### src/hw/rtl/nfsa_pkg.sv
`default_nettype none
// ----------------------------------------------------------------------------
// nfsa_pkg
// shared types and constants of the next-fit slot allocator
// ----------------------------------------------------------------------------
package nfsa_pkg;

  // number of slots in the table
  localparam int unsigned Slots = 64;
  // slot index width
  localparam int unsigned SlotW = (Slots > 1) ? $clog2(Slots) : 1;
  // identifier and op field widths
  localparam int unsigned IdW   = 7;
  localparam int unsigned OpW   = 2;
  // width wide enough to compare an identifier against the slot count
  localparam int unsigned IdCmpW = (SlotW + 1 > IdW) ? SlotW + 1 : IdW;

  typedef enum logic [OpW-1:0] {
    OpAlloc = 2'd0,
    OpFree  = 2'd1,
    OpQuery = 2'd2
  } op_e;

  typedef enum logic [2:0] {
    StClear,
    StIdle,
    StScanRd,
    StScanChk,
    StLookRd,
    StLookChk,
    StDone
  } state_e;

endpackage

`default_nettype wire

### src/hw/rtl/nfsa_ram.sv
`default_nettype none
// ----------------------------------------------------------------------------
// nfsa_ram
// generic single write port ram with one registered read port
// ----------------------------------------------------------------------------
module nfsa_ram #(
  parameter int unsigned Width = 1,
  parameter int unsigned Depth = 64
) (
  input  wire logic                             clk_i,
  input  wire logic                             we_i,
  input  wire logic [$clog2(Depth)-1:0]         waddr_i,
  input  wire logic [Width-1:0]                 wdata_i,
  input  wire logic [$clog2(Depth)-1:0]         raddr_i,
  output logic      [Width-1:0]                 rdata_o
);

  logic [Width-1:0] mem_q [Depth];

  always_ff @(posedge clk_i) begin
    if (we_i) begin
      mem_q[waddr_i] <= wdata_i;
    end
    rdata_o <= mem_q[raddr_i];
  end

endmodule

`default_nettype wire

### src/hw/rtl/next_fit_slot_allocator.sv
`default_nettype none
// ----------------------------------------------------------------------------
// next_fit_slot_allocator
// next-fit identifier allocator over a table of occupancy bits
// ----------------------------------------------------------------------------
// The block keeps one occupancy bit per slot in a small ram and a rotating
// search start. Allocate (op 0) probes the slots one by one from the search
// start, with wrap-around, claims the first free one, moves the search start
// just past it and returns slot index plus one with ok set; with every slot in
// use it returns 0 and ok clear. Free (op 1) clears an identifier's slot and
// reports whether it was in use; query (op 2) only reports. A free or query
// with an identifier outside 1..Slots, and op 3, give a zero result and change
// nothing. One transaction is handled at a time: each slot probe is a ram read
// state and then a check state through the single ram read port, and free and
// query each take one lookup read and one check state. After reset the block
// runs a clearing pass, one ram entry per cycle, and holds in_stall_o high until
// it ends. A new transaction is taken while a finished result still waits at the
// output register.
// ----------------------------------------------------------------------------
module next_fit_slot_allocator (
  input  wire logic                       clk_i,
  input  wire logic                       rst_ni,
  // request channel
  input  wire logic                       in_valid_i,
  output logic                            in_stall_o,
  input  wire logic [nfsa_pkg::OpW-1:0]   op_i,
  input  wire logic [nfsa_pkg::IdW-1:0]   slot_id_i,
  // result channel
  output logic                            out_valid_o,
  input  wire logic                       out_stall_i,
  output logic      [nfsa_pkg::IdW-1:0]   granted_id_o,
  output logic                            ok_o
);
  import nfsa_pkg::*;

  // sequencer state and counters
  state_e            state_q, state_d;
  logic [SlotW-1:0]  cnt_q, cnt_d;       // clear address, then probe count
  logic [SlotW-1:0]  probe_q, probe_d;
  logic [SlotW-1:0]  search_q, search_d;

  // latched request
  logic [OpW-1:0]    op_q, op_d;
  logic [IdW-1:0]    id_q, id_d;

  // pending result
  logic [IdW-1:0]    res_id_q, res_id_d;
  logic              res_ok_q, res_ok_d;

  // output register
  logic              out_valid_q, out_valid_d;
  logic [IdW-1:0]    out_id_q, out_id_d;
  logic              out_ok_q, out_ok_d;

  // ram port
  logic              ram_we;
  logic [SlotW-1:0]  ram_waddr;
  logic              ram_wdata;
  logic [SlotW-1:0]  ram_raddr;
  logic              ram_rdata;

  // helpers
  logic              in_acc;
  logic              out_free;
  logic              cnt_last;
  logic [SlotW-1:0]  probe_next;
  logic [IdCmpW-1:0] in_id_ext;
  logic              in_id_ok;
  logic [IdCmpW-1:0] id_ext;
  logic [SlotW-1:0]  id_slot;

  // only an idle sequencer takes a new transaction
  assign in_stall_o = (state_q != StIdle);

  assign in_acc     = in_valid_i && !in_stall_o;
  assign out_free   = !out_valid_q || !out_stall_i;
  assign cnt_last   = (cnt_q == SlotW'(Slots - 1));
  // step to the next slot with wrap-around
  assign probe_next = (probe_q == SlotW'(Slots - 1)) ? '0 : probe_q + SlotW'(1);

  // identifier range check on the incoming request
  assign in_id_ext  = IdCmpW'(slot_id_i);
  assign in_id_ok   = (in_id_ext != '0) && (in_id_ext <= IdCmpW'(Slots));

  // slot index of the latched identifier
  assign id_ext     = IdCmpW'(id_q);
  assign id_slot    = SlotW'(id_ext - IdCmpW'(1));

  // occupancy store
  nfsa_ram #(
    .Width (1),
    .Depth (Slots)
  ) u_occ_ram (
    .clk_i   (clk_i),
    .we_i    (ram_we),
    .waddr_i (ram_waddr),
    .wdata_i (ram_wdata),
    .raddr_i (ram_raddr),
    .rdata_o (ram_rdata)
  );

  // next state
  always_comb begin
    state_d = state_q;
    case (state_q)
      StClear: begin
        if (cnt_last) begin
          state_d = StIdle;
        end
      end
      StIdle: begin
        if (in_acc) begin
          if (op_i == OpAlloc) begin
            state_d = StScanRd;
          end else if ((op_i inside {OpFree, OpQuery}) && in_id_ok) begin
            state_d = StLookRd;
          end else begin
            state_d = StDone;
          end
        end
      end
      StScanRd:  state_d = StScanChk;
      StScanChk: begin
        // claimed a free slot, or the whole table was probed
        if (!ram_rdata || cnt_last) begin
          state_d = StDone;
        end else begin
          state_d = StScanRd;
        end
      end
      StLookRd:  state_d = StLookChk;
      StLookChk: state_d = StDone;
      StDone: begin
        if (out_free) begin
          state_d = StIdle;
        end
      end
      default:   state_d = StIdle;
    endcase
  end

  // outputs and datapath
  always_comb begin
    ram_we      = 1'b0;
    ram_waddr   = probe_q;
    ram_wdata   = 1'b0;
    ram_raddr   = probe_q;
    cnt_d       = cnt_q;
    probe_d     = probe_q;
    search_d    = search_q;
    op_d        = op_q;
    id_d        = id_q;
    res_id_d    = res_id_q;
    res_ok_d    = res_ok_q;
    out_id_d    = out_id_q;
    out_ok_d    = out_ok_q;
    // a waiting result leaves once the far side takes it
    out_valid_d = out_valid_q && out_stall_i;

    case (state_q)
      StClear: begin
        // clear one entry per cycle after reset
        ram_we    = 1'b1;
        ram_waddr = cnt_q;
        ram_wdata = 1'b0;
        cnt_d     = cnt_last ? '0 : cnt_q + SlotW'(1);
      end
      StIdle: begin
        if (in_acc) begin
          op_d     = op_i;
          id_d     = slot_id_i;
          probe_d  = search_q;
          cnt_d    = '0;
          res_id_d = '0;
          res_ok_d = 1'b0;
        end
      end
      StScanRd: begin
        ram_raddr = probe_q;
      end
      StScanChk: begin
        if (!ram_rdata) begin
          // free slot found: claim it and move the search start past it
          ram_we    = 1'b1;
          ram_waddr = probe_q;
          ram_wdata = 1'b1;
          search_d  = probe_next;
          res_id_d  = IdW'({1'b0, probe_q} + (SlotW + 1)'(1));
          res_ok_d  = 1'b1;
        end else begin
          cnt_d   = cnt_q + SlotW'(1);
          probe_d = probe_next;
        end
      end
      StLookRd: begin
        ram_raddr = id_slot;
      end
      StLookChk: begin
        res_ok_d = ram_rdata;
        if (op_q == OpFree) begin
          ram_we    = 1'b1;
          ram_waddr = id_slot;
          ram_wdata = 1'b0;
        end
      end
      StDone: begin
        if (out_free) begin
          out_valid_d = 1'b1;
          out_id_d    = res_id_q;
          out_ok_d    = res_ok_q;
        end
      end
      default: begin
      end
    endcase
  end

  // control registers
  always_ff @(posedge clk_i or negedge rst_ni) begin
    if (!rst_ni) begin
      state_q     <= StClear;
      cnt_q       <= '0;
      search_q    <= '0;
      out_valid_q <= 1'b0;
    end else begin
      state_q     <= state_d;
      cnt_q       <= cnt_d;
      search_q    <= search_d;
      out_valid_q <= out_valid_d;
    end
  end

  // payload registers
  always_ff @(posedge clk_i) begin
    probe_q  <= probe_d;
    op_q     <= op_d;
    id_q     <= id_d;
    res_id_q <= res_id_d;
    res_ok_q <= res_ok_d;
    out_id_q <= out_id_d;
    out_ok_q <= out_ok_d;
  end

  assign out_valid_o  = out_valid_q;
  assign granted_id_o = out_id_q;
  assign ok_o         = out_ok_q;

endmodule

`default_nettype wire
### config.mk
export PLATFORM = sky130hd
export DESIGN_NAME = next_fit_slot_allocator
export DESIGN_NICKNAME = d
export VERILOG_FILES = /design/src/hw/rtl/nfsa_pkg.sv /design/src/hw/rtl/nfsa_ram.sv /design/src/hw/rtl/next_fit_slot_allocator.sv
export SDC_FILE = /design/constraint.sdc
export NUM_CORES = 1
export LEC_CHECK = 0
export BUFFER_PORTS_ARGS = -buffer_cell sky130_fd_sc_hd__buf_2
export CAP_MARGIN = 20
export CORE_MARGIN = 3
export CORE_UTILIZATION = 45
export DETAILED_ROUTE_END_ITERATION = 8
export SLEW_MARGIN = 0
export SYNTH_ARGS = -nofsm -noshare
export SYNTH_HDL_FRONTEND = slang
export SYNTH_HIERARCHICAL = 1
export SYNTH_SLANG_ARGS = --single-unit
### constraint.sdc
create_clock -name clk_i -period 3.41 [get_ports clk_i]
set_input_delay 0 -clock clk_i [delete_from_list [all_inputs] [get_ports clk_i]]
set_output_delay 0 -clock clk_i [all_outputs]
set_load 0.005 [all_outputs]
---- Word-level counts from Yosys, hierarchy flattened ----
Memory sizes are Yosys's and may differ from the RTL's. A register that Yosys moved wholly into a read port is not among the register bits.
Index checks and enable logic that the tools add are counted.
storage, ports and cells
  register bits ........................... 46
  RAM bits ................................ 64
  input port bits ......................... 13
  output and inout bits ................... 10
  logic and storage cells ................. 92
  memories kept ........................... 1
cells by class
  add/sub/neg operators ................... 4
  $lt $le $gt $ge ......................... 1
  equal/unequal tests ..................... 17
  muxes and demuxes ....................... 32
  bitwise logic cells ..................... 1
  reductions and logical operators ........ 25
memory list
  name             words  bits a word  rd ports  clocked after Yosys merged registers in  wr ports  RTL line        source
  u_occ_ram.mem_q  64     1            1         1                                        1         nfsa_ram.sv:18  logic [Width-1:0] mem_q [Depth];
operator list
  kind                                                  number
  2-to-1 mux 6 bit                                      8
  one-hot mux 6 bit (2 select lines)                    2
  one-hot mux 3 bit (7 select lines)                    1
  one-hot mux 6 bit (3 select lines)                    1
  2-to-1 mux 3 bit                                      5
  AND reduction 3 bit                                   5
  2-to-1 mux 7 bit                                      2
  one-hot mux 7 bit (2 select lines)                    1
  adder 6 x 1 -> 6 bit (second input constant)          2
  equality test 6 bit (second input constant)           2
  equality test 3 bit (second input constant)           3
  2-to-1 mux 1 bit                                      9
  inequality test 2 bit (second input constant)         4
  adder 6 x 1 -> 7 bit (second input constant)          1
  <= comparator 7 bit (second input constant)           1
  nonzero test 7 bit                                    1
  equality test 3 x 2 -> 1 bit (second input constant)  2
  one-hot mux 1 bit (3 select lines)                    2
  AND reduction 2 bit                                   3
  nonzero test 3 bit                                    2
  subtractor 6 x 1 -> 6 bit (second input constant)     1
  equality test 2 x 1 -> 1 bit (second input constant)  2
  logical AND 1 bit                                     4
  zero test 1 bit                                       4
  other kinds (10)                                      12

---- Longest topological paths before layout ----
Gate-level depths: netlist of run 1.
  depth after elaboration ................. 7
  depth in mapped cells ................... 13
  depth with buffers taken out ............ 9

---- Cells and area by module ----
The synthesis of run 1 kept the hierarchy.
by module, submodules not included
  module                   instances  cells an instance  area an instance (um^2)  sequential area each (um^2)
  nfsa_ram                 1          204                2914.0                   1941.9
  next_fit_slot_allocator  1          220                2396.0                   1301.2

---- Worst setup path before layout of run 1 ----
No wires, ideal clock.
  path type ............................... register to register
  start point ............................. reg state_q[1]
  end point ............................... reg u_occ_ram.rdata_o (read register of u_occ_ram.mem_q)
  library setup time ...................... 0.117 ns
  arrival time ............................ 2.999 ns
  data required time ...................... 3.293 ns
  path slack .............................. 0.294 ns
  cell stages (with the launch flop) ...... 13
  buffers on the path ..................... 4
  period minus slack after synthesis ...... 3.116 ns
  cells stage by stage .................... dfrtp_1 > buf_4 > buf_2 > nor2_2 > and2_1 > buf_4 > nor2_1 > a21oi_1 > buf_6 > mux4_2 > mux4_2 > or2_0 > a32o_1
between the ends
  word-level cells in the longest chain between the ends .. 2
ends and longest elaborated chain
  what                    RTL line                        source
  from (decl)             next_fit_slot_allocator.sv:37   state_e state_q, state_d;
  from (signal assigned)  next_fit_slot_allocator.sv:221  state_q <= StClear;
  from (signal assigned)  next_fit_slot_allocator.sv:226  state_q <= state_d;
  equality test 3 bit     next_fit_slot_allocator.sv:160  case (state_q)
  2-to-1 mux 6 bit        next_fit_slot_allocator.sv:160
  named net ram_raddr[1]  next_fit_slot_allocator.sv:59   logic [SlotW-1:0] ram_raddr;
  to (decl)               nfsa_ram.sv:15                  output logic [Width-1:0] rdata_o
The timed path passes the listed nets, and every way through them passes these cells.
A chain may end at the register's enable or synchronous reset.

---- Worst setup path after layout of run 1 ----
Ends and elaborated chain as after synthesis.

==> results of run 1 <==
## placed cells by master, fill, tap and decap left out, drive strengths merged, types with 3 or more instances in the layout
| cell type | instances |
|---|---|
| edfxtp | 94 |
| nor2 | 87 |
| nand2 | 30 |
| buf | 30 |
| nand3 | 18 |
| o21ai | 17 |
| mux4 | 17 |
| dfrtp | 16 |
| nand2b | 12 |
| clkbuf | 12 |
| dlygate4sd3 | 11 |
| inv | 10 |
| a21oi | 10 |
| nor2b | 9 |
| xnor2 | 7 |
| nand3b | 7 |
| a22oi | 5 |
| nor3 | 5 |
| and3 | 4 |
| o31ai | 4 |
| ha | 4 |
| or2 | 4 |
| or3 | 3 |
| and2 | 3 |
| a221o | 3 |
| a41oi | 3 |
| clkinv | 3 |
| nand4 | 3 |
## metrics by stage
stage,hold WS [ns],util (%),std cells
final,0.101,51.9,602
after global routing,0.133,51.9,602
after CTS,0.0950,51.9,602
after detailed placement,-0.0511,48.4,575
after global placement,-0.0549,48.4,575
after floorplan,-0.296,-,424
## final timing paths
check	endpoint	cells after the start	slack [ns]	from
worst min-delay path	cnt_q[5]	2	0.10	rst_ni
max in group asynchronous	search_q[2]	2	3.02	rst_ni
min in group clk_i	state_q[2]	3	0.10	in_valid_i
worst max register to register	u_occ_ram/rdata_o	9	0.44	state_q[1]
worst min register to register	granted_id_o[6]	0	0.42	res_id_q[6]
worst max-delay path	u_occ_ram/rdata_o	9	0.44	state_q[1]
## power by group through the flow
stage / registers, mW / clock network [mW] / logic, mW
after floorplan: 1.93 / 0 / 1.55
after global placement: 1.98 / 0 / 1.92
after detailed placement: 1.99 / 0 / 1.95
after CTS: 1.96 / 1.07 / 1.97
after global routing: 1.99 / 1.11 / 2.19
final: 1.96 / 1.04 / 1.96
## area by class of cell
type	count	area, um^2	share of cell area [%]
clock buffers	12	236	3.98
clock inverters	4	56.3	0.947
inverters	10	37.5	0.631
multi-input cells	281	1920	32.2
flip-flops and latches	111	3240	54.5
well taps	143	179	3.01
repair buffers	41	280	4.71
## kinds of logic (layout without fill, tap and decap cells)
group	count (synthesis)	in the layout	share of synthesized area, %
buf+inv	32	67	2.85
compound gates	57	57	7.63
fa+ha+maj	4	4	0.943
simple gates	192	192	17.9
xor+xnor	9	9	1.48
flops	111	111	61.1
mux	19	19	8.11
## metal layers
layer  up-vias  GRT usage (%)  wire, um
met2        92           27.1      5000
met5         -              0         0
met4         0           6.89       175
li1       1626              -         -
met1      1687           24.8      4920
met3        13           3.49       545
## flip-flops by register name (all words and copies together) (netlist names), 2 cells and up
name	cells
u_occ_ram/mem_q	64
granted_id_o	7
res_id_q	7
cnt_q	6
id_ext	6
probe_q	6
search_q	6
state_q	3
op_q	2
## timing repair
item	in CTS	in global routing
setup buffers	0	0
hold buffers	11	0
endpoints found under the hold margin	26	0
gates resized for setup	0	0
==> summary.txt, run 1 <==
highest clock rate -> 336 MHz
critical path capture point type -> flip-flop
status -> finished clean
Detail Route Antenna Nets -> 0
CTS sink cnt -> 111
vias post-DR -> 3,418
Flop pwr share -> 39.5%
Cell Chain, Critical Path -> nor2_2 > and2_1 > nor2_1 > a21oi_1 > buf_4 > mux4_1 > mux4_2 > or2_0 > a32o_1
placed cell area -> 5550 um^2
DP HPWL -> 7.13 mm
crit path DAT -> 3.22 ns
Critical Path Max Stage Delay -> 0.60 ns
fin crit share -> 87.2%
RSZ-0062 raised after global routing -> no
setup_tns -> 0 ns
Comb power frac -> 39.5%
Die W -> 115 um
CP Max Fanout -> 13
Main synth FF type -> edfxtp_1
sw frac -> 36.8%
Lkg Pwr -> 2.11 nW
GPL Wtd Cong -> 0.786
vias in the first global route -> 3,314
row cnt -> 39
Critical Path RT -> 3.66 ns
Fill cells -> 959
Ys Warns -> 6
area delta synth->final -> 12.0%
Min Clock Period, post-route -> 2.97 ns
Worst Skew -> 0.00777 ns
Mean Syn Cell Area -> 12.5 um^2
CTS tree -> built
GRT overflow -> 0
mapped cell area -> 5310 um^2
H-tree Lvls -> 3
Post-Route WL -> 10.6 mm
Post-synth EDFFs -> 94
clk buf depth -> 2
worst setup margin -> 0.437 ns
Worst setup SP type -> flip-flop
CP max stage cell -> mux4_1
HP Class -> input port to asynchronous set/reset pin
Initial Util -> 46.3%
critical path's top delay family -> multiplexers
largest area contributor in the synthesized netlist -> edfxtp_1
Die H -> 115 um
Cells after Synth -> 424
largest net degree at the start of global routing -> 65
most common cell in the netlist -> edfxtp_1
worst slack, placed -> 0.475 ns
Nets -> 471
# DRC -> 0
die footprint -> 13,100 um^2
critical path class -> flip-flop to flip-flop
Mapped Nets -> 441
max-cap violation count -> 0
Distinct cells, synth -> 57
final max-slew violation count -> 0
routed wire length per instance -> 17.7 um
io pins -> 23
GRT Util Overall -> 17.6%
first-pass GRT wire length -> 17.5 mm
root buf cell -> clkbuf_16
I/O Buffers -> 22
post-layout instance area -> 5950 um^2
Slew @ Worst Pin -> 0.992 ns
layout cells sized above 1 -> 14.2%
Final Hold Fails -> 0
Worst slew margin -> 33.2%
Pwr Total -> 4.96 mW
initial antenna violation count -> 0
VDD IR-drop max -> 0.000399 V
core area -> 11,500 um^2
First DRT Iteration DRCs -> 322
Cell Pwr Density -> 834 nW/um^2
net switching power -> 1.83 mW
Setup violations, final -> 0
synth cell count leaders -> 94 x edfxtp_1, 86 x nor2_1, 30 x nand2_1
worst path bufs/invs -> 1
P_int -> 3.14 mW
Clock power frac -> 21.0%
cts bufs inserted -> 9
diodes inserted -> 0
Synth area leaders -> edfxtp_1 53%, dfrtp_1 7.5%, nor2_1 6.1%
Seq/Total Area, Yosys -> 61.1%
Reg clk slew, reported paths -> 0.07 ns
Pre-Repair DR Iteration Count -> 5
Clock Latency Late Sink -> 0.35 ns
share of the synthesized area in the top cell type -> 53.2%
FFs w/ async S/R, synth -> 14.4%
#FFs+latches synth -> 111
vias per cell -> 5.68
(Power assumes the default switching activity.)
==> run 2, diff against run 1 <==
ABC_AREA = 1   (was default)
==> run 2 against run 1 <==
Compared with the run above:
- register-to-register slack better by 0.07 ns
- count of clock-buffer cells in the layout down 3
- worst hold slack worse by 0.0014 ns
- synthesized cell count up 38%
- synthesized area up 3.0%
- critical endpoint is now u_occ_ram/mem_q[57]
- global-route usage up 1.7 points
- largest power group unchanged
- die area up 2.9%
- routed wire length up 15%
==> summary.txt, run 2 <==
status -> finished clean (unchanged)
Min Clock Period, post-route -> 2.90 ns (was 2.97 ns)
critical path's top delay family -> simple AND/OR/NAND/NOR gates (was multiplexers)
cts bufs inserted -> 9 (unchanged)
footprint of the multi-input gates -> 1870 um^2 (was 1920 um^2)
Pre-Repair DR Iteration Count -> 5 (unchanged)
Nets -> 633 (was 471)
Die W -> 116 um (was 115 um)
diodes inserted -> 0 (unchanged)
clk buf depth -> 2 (unchanged)
DP HPWL -> 8.51 mm (was 7.13 mm)
Synth area leaders -> edfxtp_1 52%, nand2_1 10%, dfrtp_1 7.3% (was edfxtp_1 53%, dfrtp_1 7.5%, nor2_1 6.1%)
first-pass GRT wire length -> 19.9 mm (was 17.5 mm)
CTS tree -> built (unchanged)
Die H -> 116 um (was 115 um)
Cells after Synth -> 583 (was 424)
VDD IR-drop max -> 0.000222 V (was 0.000399 V)
Detail Route Antenna Nets -> 0 (unchanged)
Most common cell on crit path -> nand2_1
Worst slew margin -> 50.2% (was 33.2%)
critical path class -> flip-flop to flip-flop (unchanged)
max-cap violation count -> 0 (unchanged)
most common cell in the netlist -> nand2_1 (was edfxtp_1)
placed cell area -> 5670 um^2 (was 5550 um^2)
commonest cells after routing, fill and taps aside -> 148 x nand2_1, 94 x edfxtp_1, 91 x nor2_1 (was 94 x edfxtp_1, 86 x nor2_1, 30 x nand2_1)
mapped cell area -> 5470 um^2 (was 5310 um^2)
Mean Syn Cell Area -> 9.38 um^2 (was 12.5 um^2)
CP Max Fanout -> 8 (was 13)
row cnt -> 39 (unchanged)
fin crit share -> 85.1% (was 87.2%)
GRT overflow -> 0 (unchanged)
area delta synth->final -> 11.8% (was 12.0%)
FFs w/ async S/R, synth -> 14.4% (unchanged)
layout cells sized above 1 -> 10.6% (was 14.2%)
Critical Path Max Stage Delay -> 0.51 ns (was 0.60 ns)
vias per cell -> 5.37 (was 5.68)
die footprint -> 13,500 um^2 (was 13,100 um^2)
I/O Buffers -> 22 (unchanged)
#FFs+latches synth -> 111 (unchanged)
post-layout instance area -> 6110 um^2 (was 5950 um^2)
Post-synth EDFFs -> 94 (unchanged)
Fill cells -> 1,076 (was 959)
grt peak-use layer -> met2 (unchanged)
core area -> 11,700 um^2 (was 11,500 um^2)
vias post-DR -> 4,104 (was 3,418)
worst path bufs/invs -> 2 (was 1)
Mapped Nets -> 600 (was 441)
Distinct cells, synth -> 34 (was 57)
Seq/Total Area, Yosys -> 59.3% (was 61.1%)
largest area contributor in the synthesized netlist -> edfxtp_1 (unchanged)
Initial Util -> 46.9% (was 46.3%)
met2 Usage GRT -> 31.2% (was 27.1%)
Largest register FFs -> 64 (unchanged)
GRT met3 Usage -> 2.49% (was 3.49%)
worst slack, placed -> 0.583 ns (was 0.475 ns)
Final Hold Fails -> 0 (unchanged)
GRT Util Overall -> 19.4% (was 17.6%)
met1 GRT Util -> 26.8% (was 24.8%)
Lkg Pwr -> 2.34 nW (was 2.11 nW)
Cell Chain, Critical Path -> inv_1 > nand2_1 > nor2_2 > nand2_1 > o221ai_1 > inv_1 > nor3_1 > nand2_1 > nor2_1 (was nor2_2 > and2_1 > nor2_1 > a21oi_1 > buf_4 > mux4_1 > mux4_2 > or2_0 > a32o_1)
Ys Warns -> 6 (unchanged)
Critical Path RT -> 3.46 ns (was 3.66 ns)
Biggest register -> u_occ_ram/mem_q (unchanged)
Main synth FF type -> edfxtp_1 (unchanged)
final max-slew violation count -> 0 (unchanged)
initial antenna violation count -> 0 (unchanged)
synth cell count leaders -> 148 x nand2_1, 94 x edfxtp_1, 91 x nor2_1 (was 94 x edfxtp_1, 86 x nor2_1, 30 x nand2_1)
# DRC -> 0 (unchanged)
First DRT Iteration DRCs -> 326 (was 322)
vias in the first global route -> 3,870 (was 3,314)
root buf cell -> clkbuf_16 (unchanged)
share of the synthesized area in the top cell type -> 51.6% (was 53.2%)
routed wire length per instance -> 16.0 um (was 17.7 um)
CTS sink cnt -> 111 (unchanged)
Cell Pwr Density -> 438 nW/um^2 (was 834 nW/um^2)
most common cell after layout, fill and taps aside -> nand2_1 (was edfxtp_1)
Slew @ Worst Pin -> 0.744 ns (was 0.992 ns)
worst setup margin -> 0.510 ns (was 0.437 ns)
critical path capture point type -> flip-flop (unchanged)
largest net degree at the start of global routing -> 70 (was 65)
Post-Route WL -> 12.2 mm (was 10.6 mm)
highest clock rate -> 345 MHz (was 336 MHz)
Crit path depth -> 9 (unchanged)
setup_tns -> 0 ns (unchanged)
Worst Skew -> 0.00875 ns (was 0.00777 ns)
HP Class -> input port to asynchronous set/reset pin (unchanged)
GPL Wtd Cong -> 0.876 (was 0.786)
io pins -> 23 (unchanged)
FF-to-FF path depth -> 9 (unchanged)
H-tree Lvls -> 3 (unchanged)
crit path DAT -> 2.95 ns (was 3.22 ns)
Post-CTS Resized -> 0 (unchanged)
CP max stage cell -> o221ai_1 (was mux4_1)
Clock Latency Late Sink -> 0.35 ns (about the same)
Worst setup SP type -> flip-flop (unchanged)
Setup violations, final -> 0 (unchanged)
Sequential Area -> 3240 um^2 (unchanged)
RSZ-0062 raised after global routing -> no (unchanged)
Reg clk slew, reported paths -> 0.07 ns (about the same)
==> run 2: report_power, final <==
| group | leakage [nW] | internal, mW | switching, mW |
|---|---|---|---|
| sequential | 0.870 | 1.45 | 0.0000000000000000204 |
| combinational | 1.31 | 0.0156 | 0.0149 |
| clock | 0.162 | 0.719 | 0.476 |
==> run 2: timing repair <==
item	4_1_cts	5_1_grt
hold endpoints to repair	25	0
hold buffers	10	0
setup buffers	0	0
==> run 2: area by class of cell <==
type	instances	area share, %
sequential	111	53.0
multi-input combinational	399	30.6
timing repair buffer	38	4.18
clock buffer	9	3.68
inverter	57	3.58
tap	143	2.93
clock inverter	7	1.94
==> run 2: path summary, 6_finish.rpt <==
kind	start	endpoint	slack, ns
hold reg to reg	res_id_q[6]	granted_id_o[6]	0.42
min in group clk_i	slot_id_i[6]	state_q[1]	0.11
max in group asynchronous	rst_ni	search_q[2]	3.02
hold / removal	rst_ni	search_q[3]	0.1
setup / recovery	state_q[1]	u_occ_ram/mem_q[57]	0.51
setup reg to reg	state_q[1]	u_occ_ram/mem_q[57]	0.51
==> run 2: cells by family after synthesis <==
group	Yosys count	share of synthesized area, %
DFF	111	59.3
and+or+nand+nor	343	27.1
AOI/OAI and AO/OA	44	4.85
xor gates and xnor gates	8	1.28
adders and majority gates	4	0.915
buffers and inverters	73	6.54
==> run 2: per-stage QoR <==
stage | hold WS (ns) | utilization (%) | power (mW) | std cells
finish | 0.0991 | 52.4 | 2.68 | 764
global route | 0.136 | 52.4 | 2.76 | 764
CTS | 0.101 | 52.4 | 2.71 | 764
detailed placement | -0.0524 | 48.6 | 1.50 | 738
global placement | -0.0540 | 48.6 | 1.50 | 738
floorplan | -0.296 | - | 1.49 | 583
==> run 2: layer usage <==
layer  part of all wire, %  up-vias
met5                     0        -
met4                   1.9        0
met3                   4.9       16
met2                    48      101
met1                    45     1964
li1                      -     2023
==> run 3, diff against run 2 <==
clock period = 3 ns   (was 3.41 ns; I/O delays follow)
==> run 3 against run 2 <==
Compared with the run above:
- register-to-register slack worse by 0.27 ns
- cell area rose by 0.37%
- highest routed layer unchanged
- fmax rose by 5.2%
==> summary.txt, run 3 (synthesized netlist as in run 2, its figures left out) <==
status -> finished clean (unchanged)
first-pass GRT wire length -> 19.9 mm (about the same)
vias in the first global route -> 3,947 (was 3,870)
Die W -> 116 um (unchanged)
net switching power -> 0.544 mW (was 0.490 mW)
layout cells sized above 1 -> 10.8% (was 10.6%)
area delta synth->final -> 12.2% (was 11.8%)
I/O Buffers -> 22 (unchanged)
Post-Route WL -> 12.4 mm (was 12.2 mm)
routed wire length per instance -> 16.1 um (was 16.0 um)
Slew @ Worst Pin -> 0.753 ns (was 0.744 ns)
Clock Latency Late Sink -> 0.35 ns (about the same)
Nets -> 639 (was 633)
post-layout instance area -> 6140 um^2 (was 6110 um^2)
vias post-DR -> 4,140 (was 4,104)
RR Startpoint -> state_q[2] (was state_q[1])
Setup violations, final -> 0 (unchanged)
GRT overflow -> 0 (unchanged)
Pwr Total -> 2.95 mW (was 2.68 mW)
Pre-Repair DR Iteration Count -> 5 (unchanged)
Lkg Pwr -> 2.36 nW (was 2.34 nW)
largest net degree at the start of global routing -> 70 (unchanged)
Clock power frac -> 42.8% (was 44.6%)
# DRC -> 0 (unchanged)
initial antenna violation count -> 0 (unchanged)
First DRT Iteration DRCs -> 279 (was 326)
critical path capture point type -> flip-flop (unchanged)
P_int -> 2.41 mW (was 2.19 mW)
GPL Wtd Cong -> 0.854 (was 0.876)
Largest register FFs -> 64 (unchanged)
sw frac -> 18.4% (was 18.3%)
Final Hold Fails -> 0 (unchanged)
Biggest register -> u_occ_ram/mem_q (unchanged)
Worst Skew -> 0.0105 ns (was 0.00875 ns)
DP HPWL -> 8.48 mm (was 8.51 mm)
CTS sink cnt -> 111 (unchanged)
clk buf depth -> 2 (unchanged)
FF-to-FF setup slack -> 0.24 ns (was 0.51 ns)
Worst setup SP type -> flip-flop (unchanged)
Cell Pwr Density -> 481 nW/um^2 (was 438 nW/um^2)
diodes inserted -> 0 (unchanged)
Fill cells -> 1,047 (was 1,076)
HP Class -> input port to asynchronous set/reset pin (unchanged)
fin crit share -> 91.9% (was 85.1%)
VDD IR-drop max -> 0.000270 V (was 0.000222 V)
core area -> 11,700 um^2 (unchanged)
root buf cell -> clkbuf_16 (unchanged)
critical path class -> flip-flop to flip-flop (unchanged)
row cnt -> 39 (unchanged)
CTS tree -> built (unchanged)
Reg clk slew, reported paths -> 0.07 ns (about the same)
die footprint -> 13,500 um^2 (unchanged)
io pins -> 23 (unchanged)
CP Launch Point -> state_q[2] (was state_q[1])
Layout Utilization -> 52.6% (was 52.4%)
worst slack, placed -> 0.284 ns (was 0.583 ns)
Comb power frac -> 1.2% (was 1.1%)
highest clock rate -> 363 MHz (was 345 MHz)
Flop pwr share -> 56.0% (was 54.2%)
Critical Path RT -> 3.05 ns (was 3.46 ns)
H-tree Lvls -> 3 (unchanged)
Worst slew margin -> 49.8% (was 50.2%)
Post-CTS Resized -> 0 (unchanged)
max-cap violation count -> 0 (unchanged)
worst setup margin -> 0.243 ns (was 0.510 ns)
Detail Route Antenna Nets -> 0 (unchanged)
Min Clock Period, post-route -> 2.76 ns (was 2.90 ns)
commonest cells after routing, fill and taps aside -> 148 x nand2_1, 94 x edfxtp_1, 91 x nor2_1 (unchanged)
placed cell area -> 5710 um^2 (was 5670 um^2)
CP Max Fanout -> 7 (was 8)
crit path DAT -> 2.81 ns (was 2.95 ns)
Initial Util -> 46.9% (unchanged)
cts bufs inserted -> 9 (unchanged)
Hold WS -> 0.0986 ns (was 0.0991 ns)
most common cell after layout, fill and taps aside -> nand2_1 (unchanged)
final max-slew violation count -> 0 (unchanged)
Die H -> 116 um (unchanged)
vias per cell -> 5.38 (was 5.37)
GRT Util Overall -> 19.5% (was 19.4%)
## run 3: repair_timing
item                                   CTS  global route
hold buffers                            10             0
endpoints found under the hold margin   25             0
setup endpoints to repair                0             3
buffers inserted                         0             1
## run 3: worst max-delay path, cell delays in order (launching register included)
cell and delay (ns):
dfrtp_1 0.50, inv_2 0.13, nor2_2 0.21, nand2_1 0.17
o221ai_1 0.55, inv_1 0.25, nor3_1 0.25, nand2_1 0.22
nor2_1 0.17
## run 3: cell type report
| class | count | area [um^2] | share of cell area, % |
|---|---|---|---|
| clock buffers | 13 | 240 | 3.92 |
| multi-input cells | 399 | 1870 | 30.5 |
| flip-flops and latches | 111 | 3240 | 52.9 |
| repair buffers | 44 | 313 | 5.10 |
| inverters | 57 | 219 | 3.57 |
| well taps | 143 | 179 | 2.92 |
| clock inverters | 3 | 68.8 | 1.12 |
## run 3: final timing paths
path	cells past startpoint	end
worst min register to register	0	granted_id_o[2]
max in group asynchronous	2	search_q[2]
min in group clk_i	7	state_q[1]
worst max register to register	8	u_occ_ram/mem_q[57]
worst max-delay path	8	u_occ_ram/mem_q[57]
worst min-delay path	2	out_valid_o
## run 3: metrics by stage
stage	setup TNS, ns	cells
floorplan	0	583
global placement	0	742
detailed placement	0	742
finish	0	770
global route	-0.0910	770
CTS	0	768
## run 3: power by group through the flow
| stage | clock network [mW] | registers [mW] | logic (mW) |
|---|---|---|---|
| 3_3_place_gp | 0 | 1.69 | 0.0245 |
| 6_report | 1.26 | 1.65 | 0.0353 |
| 3_5_place_dp | 0 | 1.69 | 0.0255 |
| 5_1_grt | 1.34 | 1.65 | 0.0398 |
| 4_1_cts | 1.29 | 1.65 | 0.0354 |
| 2_1_floorplan | 0 | 1.69 | 0.00808 |
## run 3: layer usage
| metal | track usage (%) | routed length, um |
|---|---|---|
| met4 | 10.4 | 338 |
| met1 | 26.3 | 5540 |
| met5 | 0 | 0 |
| met3 | 3.11 | 597 |
| met2 | 30.5 | 5910 |
